$ cat config.mk
export PLATFORM = sky130hd
export DESIGN_NAME = burner_ignition_sequencer_unit
export DESIGN_NICKNAME = d
export VERILOG_FILES = /design/src/bis_pkg.sv /design/src/bis_cfg.sv /design/src/bis_step.sv /design/src/burner_ignition_sequencer_unit.sv
export SDC_FILE = /design/constraint.sdc
export NUM_CORES = 1
export LEC_CHECK = 0
export BUFFER_PORTS_ARGS = -buffer_cell sky130_fd_sc_hd__buf_2
export CAP_MARGIN = 10
export CORE_MARGIN = 8
export CORE_UTILIZATION = 35
export CTS_CLUSTER_SIZE = 25
export DETAILED_ROUTE_END_ITERATION = 8
export GPL_ROUTABILITY_DRIVEN = 0
export GPL_TIMING_DRIVEN = 0
export HOLD_SLACK_MARGIN = 0.15
export MAX_ROUTING_LAYER = met4
export PLACE_DENSITY = 0.52
export SETUP_SLACK_MARGIN = 0.05
export SLEW_MARGIN = 20
export SYNTH_ARGS = -nofsm -noshare
export SYNTH_HDL_FRONTEND = slang
export SYNTH_SLANG_ARGS = --single-unit
export TNS_END_PERCENT = 20
$ cat constraint.sdc
create_clock -name i_clk -period 5.25 [get_ports i_clk]
set_input_delay 0.525 -clock i_clk [delete_from_list [all_inputs] [get_ports i_clk]]
set_output_delay 0.525 -clock i_clk [all_outputs]
set_load 0.1 [all_outputs]
$ cat src/bis_pkg.sv
// Shared types, register indexes and reset values of the burner ignition sequencer.
// No dependencies; used by bis_cfg, bis_step and the top level.
`default_nettype none

package bis_pkg;

    // One-hot sequencer phases
    typedef enum logic [5:0] {
        PH_IDLE    = 6'b000001,
        PH_IGNITE  = 6'b000010,
        PH_RETRY   = 6'b000100,
        PH_LOCK    = 6'b001000,
        PH_OVERLAP = 6'b010000,
        PH_RUN     = 6'b100000
    } t_phase;

    // Phase codes as shown on the result beat
    localparam logic [2:0] CODE_IDLE    = 3'd0;
    localparam logic [2:0] CODE_IGNITE  = 3'd1;
    localparam logic [2:0] CODE_RETRY   = 3'd2;
    localparam logic [2:0] CODE_LOCK    = 3'd3;
    localparam logic [2:0] CODE_OVERLAP = 3'd4;
    localparam logic [2:0] CODE_RUN     = 3'd5;

    // Lamp state bits
    localparam logic [1:0] LAMP_OFF   = 2'b00;
    localparam logic [1:0] LAMP_RED   = 2'b01;
    localparam logic [1:0] LAMP_GREEN = 2'b10;

    // Configuration register indexes
    localparam logic [2:0] CFG_IGNITE    = 3'd0;
    localparam logic [2:0] CFG_RETRY     = 3'd1;
    localparam logic [2:0] CFG_LOCKOUT   = 3'd2;
    localparam logic [2:0] CFG_OVERLAP   = 3'd3;
    localparam logic [2:0] CFG_MAX_FAILS = 3'd4;
    localparam logic [2:0] CFG_MAX_LOSS  = 3'd5;

    localparam int CfgIndexWidth = 3;
    localparam int CfgDataWidth  = 16;

    // Configuration reset values
    localparam logic [7:0]  RST_IGNITE    = 8'd1;
    localparam logic [7:0]  RST_RETRY     = 8'd2;
    localparam logic [15:0] RST_LOCKOUT   = 16'd300;
    localparam logic [7:0]  RST_OVERLAP   = 8'd2;
    localparam logic [3:0]  RST_MAX_FAILS = 4'd5;
    localparam logic [3:0]  RST_MAX_LOSS  = 4'd5;

    localparam logic [15:0] TICK_MAX = 16'hFFFF;

    typedef struct packed {
        logic [7:0]  ignite_seconds;
        logic [7:0]  retry_wait_seconds;
        logic [15:0] lockout_seconds;
        logic [7:0]  overlap_seconds;
        logic [3:0]  max_ignite_fails;
        logic [3:0]  max_flame_losses;
    } t_cfg;

    typedef struct packed {
        t_phase      phase;
        logic [15:0] tick_count;
        logic [3:0]  ignite_fail_count;
        logic [3:0]  flame_loss_count;
        logic        lockout_to_ignite;
        logic [1:0]  lamp_state;
    } t_state;

    typedef struct packed {
        logic       igniter_on;
        logic       pilot_open;
        logic       main_open;
        logic       lamp_red;
        logic       lamp_green;
        logic [2:0] phase;
    } t_result;

    // Map a one-hot phase to its result code
    function automatic logic [2:0] phase_code(input t_phase ph);
        logic [2:0] code;
        case (ph)
            PH_IDLE:    code = CODE_IDLE;
            PH_IGNITE:  code = CODE_IGNITE;
            PH_RETRY:   code = CODE_RETRY;
            PH_LOCK:    code = CODE_LOCK;
            PH_OVERLAP: code = CODE_OVERLAP;
            PH_RUN:     code = CODE_RUN;
            default:    code = CODE_IDLE;
        endcase
        return code;
    endfunction

endpackage

`default_nettype wire

$ cat src/bis_cfg.sv
// Configuration register bank of the burner ignition sequencer.
// Depends on bis_pkg for register indexes, reset values and t_cfg.
`default_nettype none

module bis_cfg (
    input  wire logic                              i_clk,
    input  wire logic                              i_rst_n,
    input  wire logic                              i_cfg_we,
    input  wire logic [bis_pkg::CfgIndexWidth-1:0] i_cfg_index,
    input  wire logic [bis_pkg::CfgDataWidth-1:0]  i_cfg_data,
    output bis_pkg::t_cfg                          o_cfg
);

    bis_pkg::t_cfg r_cfg;

    // Load the addressed register; unknown indexes are dropped
    always_ff @(posedge i_clk) begin
        if (!i_rst_n) begin
            r_cfg.ignite_seconds     <= bis_pkg::RST_IGNITE;
            r_cfg.retry_wait_seconds <= bis_pkg::RST_RETRY;
            r_cfg.lockout_seconds    <= bis_pkg::RST_LOCKOUT;
            r_cfg.overlap_seconds    <= bis_pkg::RST_OVERLAP;
            r_cfg.max_ignite_fails   <= bis_pkg::RST_MAX_FAILS;
            r_cfg.max_flame_losses   <= bis_pkg::RST_MAX_LOSS;
        end else if (i_cfg_we) begin
            case (i_cfg_index)
                bis_pkg::CFG_IGNITE:    r_cfg.ignite_seconds     <= i_cfg_data[7:0];
                bis_pkg::CFG_RETRY:     r_cfg.retry_wait_seconds <= i_cfg_data[7:0];
                bis_pkg::CFG_LOCKOUT:   r_cfg.lockout_seconds    <= i_cfg_data[15:0];
                bis_pkg::CFG_OVERLAP:   r_cfg.overlap_seconds    <= i_cfg_data[7:0];
                bis_pkg::CFG_MAX_FAILS: r_cfg.max_ignite_fails   <= i_cfg_data[3:0];
                bis_pkg::CFG_MAX_LOSS:  r_cfg.max_flame_losses   <= i_cfg_data[3:0];
                default: begin
                end
            endcase
        end
    end

    assign o_cfg = r_cfg;

endmodule

`default_nettype wire

$ cat src/bis_step.sv
// Next-state and result logic for one tick of the burner ignition sequencer.
// Depends on bis_pkg for t_state, t_cfg, t_result and the phase codes.
`default_nettype none

module bis_step (
    input  wire bis_pkg::t_state i_state,
    input  wire bis_pkg::t_cfg   i_cfg,
    input  wire logic            i_heat,
    input  wire logic            i_flame,
    input  wire logic            i_hot,
    output bis_pkg::t_state      o_state,
    output bis_pkg::t_result     o_result
);

    logic [15:0] tick_inc;
    logic [15:0] limit;
    logic        done;
    logic [4:0]  fails_inc;
    logic [4:0]  losses_inc;

    // Saturating tick count and end-of-phase check
    always_comb begin
        tick_inc = (i_state.tick_count == bis_pkg::TICK_MAX) ? i_state.tick_count
                 : i_state.tick_count + 16'd1;
        case (i_state.phase)
            bis_pkg::PH_IGNITE:  limit = {8'd0, i_cfg.ignite_seconds};
            bis_pkg::PH_RETRY:   limit = {8'd0, i_cfg.retry_wait_seconds};
            bis_pkg::PH_LOCK:    limit = i_cfg.lockout_seconds;
            bis_pkg::PH_OVERLAP: limit = {8'd0, i_cfg.overlap_seconds};
            default:             limit = 16'd0;
        endcase
        done       = (tick_inc >= limit);
        fails_inc  = {1'b0, i_state.ignite_fail_count} + 5'd1;
        losses_inc = {1'b0, i_state.flame_loss_count} + 5'd1;
    end

    // Phase transitions
    always_comb begin
        o_state = i_state;
        case (i_state.phase)
            bis_pkg::PH_IDLE: begin
                if (i_heat) begin
                    o_state.phase      = bis_pkg::PH_IGNITE;
                    o_state.tick_count = 16'd0;
                    o_state.lamp_state = bis_pkg::LAMP_GREEN;
                end
            end
            bis_pkg::PH_IGNITE: begin
                o_state.tick_count = tick_inc;
                if (done) begin
                    o_state.tick_count = 16'd0;
                    if (i_flame) begin
                        o_state.phase = bis_pkg::PH_OVERLAP;
                    end else begin
                        o_state.lamp_state = bis_pkg::LAMP_RED;
                        if (fails_inc > {1'b0, i_cfg.max_ignite_fails}) begin
                            o_state.ignite_fail_count = 4'd0;
                            o_state.phase             = bis_pkg::PH_LOCK;
                            o_state.lockout_to_ignite = 1'b1;
                        end else begin
                            o_state.ignite_fail_count = fails_inc[3:0];
                            o_state.phase             = bis_pkg::PH_RETRY;
                        end
                    end
                end
            end
            bis_pkg::PH_RETRY: begin
                o_state.tick_count = tick_inc;
                if (done) begin
                    o_state.phase      = bis_pkg::PH_IGNITE;
                    o_state.tick_count = 16'd0;
                    o_state.lamp_state = bis_pkg::LAMP_GREEN;
                end
            end
            bis_pkg::PH_LOCK: begin
                o_state.tick_count = tick_inc;
                if (done) begin
                    o_state.tick_count = 16'd0;
                    if (i_state.lockout_to_ignite) begin
                        o_state.phase      = bis_pkg::PH_IGNITE;
                        o_state.lamp_state = bis_pkg::LAMP_GREEN;
                    end else begin
                        o_state.phase             = bis_pkg::PH_IDLE;
                        o_state.ignite_fail_count = 4'd0;
                        o_state.flame_loss_count  = 4'd0;
                    end
                end
            end
            bis_pkg::PH_OVERLAP: begin
                o_state.tick_count = tick_inc;
                if (done) begin
                    o_state.phase      = bis_pkg::PH_RUN;
                    o_state.tick_count = 16'd0;
                end
            end
            bis_pkg::PH_RUN: begin
                if (!i_heat) begin
                    o_state.phase             = bis_pkg::PH_IDLE;
                    o_state.tick_count        = 16'd0;
                    o_state.ignite_fail_count = 4'd0;
                    o_state.flame_loss_count  = 4'd0;
                end else if (!i_flame) begin
                    o_state.tick_count = 16'd0;
                    if (losses_inc > {1'b0, i_cfg.max_flame_losses}) begin
                        o_state.lamp_state        = bis_pkg::LAMP_RED;
                        o_state.flame_loss_count  = 4'd0;
                        o_state.phase             = bis_pkg::PH_LOCK;
                        o_state.lockout_to_ignite = 1'b0;
                    end else begin
                        // restart ignition turns the lamp back to green
                        o_state.lamp_state       = bis_pkg::LAMP_GREEN;
                        o_state.flame_loss_count = losses_inc[3:0];
                        o_state.phase            = bis_pkg::PH_IGNITE;
                    end
                end else if (i_hot) begin
                    o_state.lamp_state        = bis_pkg::LAMP_RED;
                    o_state.tick_count        = 16'd0;
                    o_state.phase             = bis_pkg::PH_LOCK;
                    o_state.lockout_to_ignite = 1'b0;
                end
            end
            default: begin
                o_state.phase             = bis_pkg::PH_IDLE;
                o_state.tick_count        = 16'd0;
                o_state.ignite_fail_count = 4'd0;
                o_state.flame_loss_count  = 4'd0;
            end
        endcase
    end

    // Drive outputs from the state after this tick
    always_comb begin
        o_result.igniter_on = (o_state.phase == bis_pkg::PH_IGNITE);
        o_result.pilot_open = (o_state.phase == bis_pkg::PH_IGNITE) ||
                              (o_state.phase == bis_pkg::PH_OVERLAP);
        o_result.main_open  = (o_state.phase == bis_pkg::PH_OVERLAP) ||
                              (o_state.phase == bis_pkg::PH_RUN);
        o_result.lamp_red   = o_state.lamp_state[0];
        o_result.lamp_green = o_state.lamp_state[1];
        o_result.phase      = bis_pkg::phase_code(o_state.phase);
    end

endmodule

`default_nettype wire

$ cat src/burner_ignition_sequencer_unit.sv
// Top level of the burner ignition sequencer: input register, state, result register.
// Depends on bis_pkg, bis_cfg and bis_step.
//
//  channel | direction | handshake                 | payload
//  in      | sink      | i_in_valid / o_in_stall   | heat_request, flame_sensed, over_temp
//  out     | source    | o_out_valid / i_out_stall | igniter_on .. lamp_green, phase
//  cfg     | sink      | i_cfg_we                  | i_cfg_index, i_cfg_data
//
// An accepted beat is captured in the input register, then moves through the next-state
// logic into the result register, where its result becomes valid. One beat per cycle
// is sustained while the result side does not stall; the phase state updates as a beat
// moves into the result register.
// Reset (synchronous, active low) returns to idle with counters cleared, lamps off
// and registers at their defaults. A stall on the result side holds the result
// register and backs up into the input register, then into o_in_stall.
`default_nettype none

module burner_ignition_sequencer_unit (
    input  wire logic                              i_clk,
    input  wire logic                              i_rst_n,
    input  wire logic                              i_in_valid,
    output      logic                              o_in_stall,
    input  wire logic                              i_heat_request,
    input  wire logic                              i_flame_sensed,
    input  wire logic                              i_over_temp,
    output      logic                              o_out_valid,
    input  wire logic                              i_out_stall,
    output      logic                              o_igniter_on,
    output      logic                              o_pilot_open,
    output      logic                              o_main_open,
    output      logic                              o_lamp_red,
    output      logic                              o_lamp_green,
    output      logic [2:0]                        o_phase,
    input  wire logic                              i_cfg_we,
    input  wire logic [bis_pkg::CfgIndexWidth-1:0] i_cfg_index,
    input  wire logic [bis_pkg::CfgDataWidth-1:0]  i_cfg_data
);

    bis_pkg::t_cfg    cfg;
    bis_pkg::t_state  r_state;
    bis_pkg::t_state  n_state;
    bis_pkg::t_result n_result;
    bis_pkg::t_result r_result;

    logic r_in_valid;
    logic r_heat;
    logic r_flame;
    logic r_hot;
    logic r_out_valid;
    logic out_free;
    logic advance;
    logic in_take;

    bis_cfg u_cfg (
        .i_clk       (i_clk),
        .i_rst_n     (i_rst_n),
        .i_cfg_we    (i_cfg_we),
        .i_cfg_index (i_cfg_index),
        .i_cfg_data  (i_cfg_data),
        .o_cfg       (cfg)
    );

    bis_step u_step (
        .i_state  (r_state),
        .i_cfg    (cfg),
        .i_heat   (r_heat),
        .i_flame  (r_flame),
        .i_hot    (r_hot),
        .o_state  (n_state),
        .o_result (n_result)
    );

    // Handshake between the two register stages
    assign out_free   = !r_out_valid || !i_out_stall;
    assign advance    = r_in_valid && out_free;
    assign o_in_stall = r_in_valid && !out_free;
    assign in_take    = i_in_valid && !o_in_stall;

    // Input register control
    always_ff @(posedge i_clk) begin
        if (!i_rst_n) begin
            r_in_valid <= 1'b0;
        end else if (in_take) begin
            r_in_valid <= 1'b1;
        end else if (advance) begin
            r_in_valid <= 1'b0;
        end
    end

    // Capture the input beat
    always_ff @(posedge i_clk) begin
        if (in_take) begin
            r_heat  <= i_heat_request;
            r_flame <= i_flame_sensed;
            r_hot   <= i_over_temp;
        end
    end

    // Advance sequencer state once per beat
    always_ff @(posedge i_clk) begin
        if (!i_rst_n) begin
            r_state.phase             <= bis_pkg::PH_IDLE;
            r_state.tick_count        <= 16'd0;
            r_state.ignite_fail_count <= 4'd0;
            r_state.flame_loss_count  <= 4'd0;
            r_state.lockout_to_ignite <= 1'b0;
            r_state.lamp_state        <= bis_pkg::LAMP_OFF;
        end else if (advance) begin
            r_state <= n_state;
        end
    end

    // Result register control
    always_ff @(posedge i_clk) begin
        if (!i_rst_n) begin
            r_out_valid <= 1'b0;
        end else if (advance) begin
            r_out_valid <= 1'b1;
        end else if (!i_out_stall) begin
            r_out_valid <= 1'b0;
        end
    end

    // Hold the result beat
    always_ff @(posedge i_clk) begin
        if (advance) begin
            r_result <= n_result;
        end
    end

    assign o_out_valid  = r_out_valid;
    assign o_igniter_on = r_result.igniter_on;
    assign o_pilot_open = r_result.pilot_open;
    assign o_main_open  = r_result.main_open;
    assign o_lamp_red   = r_result.lamp_red;
    assign o_lamp_green = r_result.lamp_green;
    assign o_phase      = r_result.phase;

endmodule

`default_nettype wire

==> impl_metrics.json <==
{
  "powerDensity_mw_per_mm2": 263,
  "layout_common_cells": "134 x nand2_1, 83 x dfxtp_1, 62 x a21oi_1",
  "grt_max_degree": 17,
  "synth_nets": 691,
  "path_cells": "buf_2, inv_1, or4_1, nor2_1, clkbuf_1, a222oi_1, nand2_1, ha_1, nand2b_1, a2111oi_0, nor4_1, o31ai_1, nand2_1, nor4b_1",
  "ys_seq_area_share_pct": 38.5,
  "cts.path.max_buffers": 2,
  "initial_utilization_pct": 35.4,
  "cp_top_family": "simple AND/OR/NAND/NOR gates",
  "maxCapViolations": 0,
  "cellLeakagePower_nw": 2.19,
  "synth_cell_types": 60,
  "finClkSkew_ns": 0.00955,
  "diodes": 0,
  "route.met3.wl_um": 699,
  "hold_path.class": "in2reg",
  "crit_slowest_cell": "o31ai_1",
  "cts_tree": "yes",
  "status": "finished clean",
  "worst-path-stages": 14,
  "path_clk_slew_ns": 0.07,
  "areaGrowthSynthToFinish_pct": 14.0,
  "m1WireLength_um": 6860,
  "crit_path_max_fanout": 10,
  "reg2reg_depth": 14,
  "pin_count": 37,
  "min_period_ns": 4.96,
  "fin_crit_sh_pct": 94.4,
  "die_y_um": 137,
  "seq_area_mm2": 0.00196,
  "via_count": 4866,
  "avgSynthCellArea_um2": 7.99,
  "numPortBuffers": 36,
  "slowest_delay_ns": 0.71,
  "routed_wl_um": 14500,
  "hold_viol": 0,
  "synth_area_mm2": 0.00509,
  "reg2reg_slack_ns": 0.29,
  "cts_max_level": 3,
  "crit_type": "reg2reg",
  "r2r_start": "r_state[31]",
  "worstSetupStartpointType": "flop",
  "antenna_found_initial": 0,
  "ys_warn_count": 0,
  "crit_end": "o_main_open",
  "cts_root_buffer": "clkbuf_16",
  "cts_buffers": 9,
  "cts.sinks": 93,
  "critPathRequiredTime_ns": 5.39,
  "highest_layer": "met4",
  "final_common_cell": "nand2_1",
  "clock.fmax_mhz": 202,
  "synthArstFlopShare_pct": 0,
  "worstMarginPinSlew_ns": 0.966,
  "grt_overflow": 0,
  "place_hpwl_um": 10800,
  "synth_edf_count": 10,
  "crit_top_cell": "nand2_1",
  "globalRouteTotalUtil_pct": 16.2,
  "relSlewSlack_pct": 35.1,
  "ant_nets": 0,
  "clock_latency_ns": 0.35,
  "timing.hold.worst_path_depth": 1,
  "core_mm2": 0.0144,
  "grt_pass1_vias": 4478,
  "nets": 738,
  "routedWlPerCell_um": 16.6,
  "synthCells": 637,
  "met2_length_um": 6610,
  "dr.first_iter.drc_count": 380,
  "peakVddDrop_uv": 140,
  "final_util_pct": 40.4,
  "rows": 44,
  "fillerInstances": 1456,
  "setup-tns-final_ns": 0,
  "cp_data_arrival_time_ns": 5.10,
  "grt_pass1_wl_um": 23200,
  "ctsHoldBuffers": 0,
  "min_from": "i_over_temp",
  "slew_violations": 0,
  "drive_gt1_share_pct": 10.2,
  "place_inst": 857,
  "setup_violations": 0,
  "cp_num_buf_inv": 3,
  "worstSetupEndpointType": "flop",
  "design.die.area_mm2": 0.0187,
  "synth-seq-cells": 93,
  "drt_pass1_iterations": 8,
  "final_cells": 873,
  "drc": 0,
  "startpoint": "r_state[31]",
  "routed_via_density": 5.57,
  "multi_input_area_mm2": 0.00296,
  "r2r_end": "o_main_open",
  "ys.flop_type": "dfxtp_1",
  "rsz0062_at_grt": "false",
  "largest_reg_flops": 48,
  "die_w_um": 137
}
## cell usage after synthesis, types with 11 or more instances
library cell | instances | area share, %
inv_1 | 15 | 1.1
nand2_1 | 134 | 9.9
dfxtp_1 | 83 | 33
nand3_1 | 39 | 3.8
a21oi_1 | 62 | 6.1
nand2b_1 | 11 | 1.4
nor2_1 | 30 | 2.2
xnor2_1 | 11 | 1.9
ha_1 | 27 | 6.6
clkbuf_1 | 27 | 2.0
a31oi_1 | 13 | 1.6
o21ai_0 | 20 | 2.0
## kinds of logic (layout without fill, tap and decap cells)
family	after synthesis	in the layout	synth area share, %
AO/OA/AOI/OAI	154	154	19.3
XOR/XNOR	14	14	2.41
adder cells (fa/ha/maj)	27	27	6.64
buffers and inverters	49	101	3.76
flip-flops	93	93	38.5
multiplexers	10	10	2.02
AND/OR/NAND/NOR	290	290	27.4
## worst min path at each step
stage                      endpoint  slack (ns)
floorplan           u_cfg.o_cfg[17]        0.43
global placement    u_cfg.o_cfg[23]        0.44
detailed placement  u_cfg.o_cfg[17]        0.45
CTS                          r_heat        0.34
global route                  r_hot        0.34
finish                        r_hot        0.35
## area by class of cell
cell class,instances,share of cell area [%]
Timing Repair Buffer,36,3.11
Inverter,15,0.971
Buffer,34,2.35
Multi-Input combinational cell,495,51.0
Sequential cell,93,33.8
Tap cell,184,3.97
Clock inverter,7,0.863
Clock buffer,9,3.88
## per-layer routing
| metal | track usage [%] | up-vias |
|---|---|---|
| li1 | - | 2414 |
| met1 | 20.9 | 2270 |
| met2 | 24.8 | 150 |
| met3 | 2.57 | 32 |
| met4 | 6.77 | 0 |
| met5 | - | - |
## stage by stage
step	hold WS [ns]	cell area, µm²	worst slack, ns	total power, mW
final	0.347	5800	0.293	1.52
after global routing	0.341	5800	0.0614	1.58
after CTS	0.342	5780	0.184	1.54
after detailed placement	0.446	5500	0.227	0.917
after global placement	0.441	5500	0.313	0.915
after floorplan	0.434	5090	1.01	0.867
## what timing repair did
item                       4_1_cts  5_1_grt
setup endpoints to repair        0       24
setup buffers                    0        0
resized for setup                0        4
## report_power, final
part | switching, mW | internal (mW)
combinational | 0.112 | 0.0444
sequential | 0.0100 | 0.737
clock | 0.298 | 0.324
total | 0.420 | 1.10
Note: power is estimated with default switching activity, not from simulation.
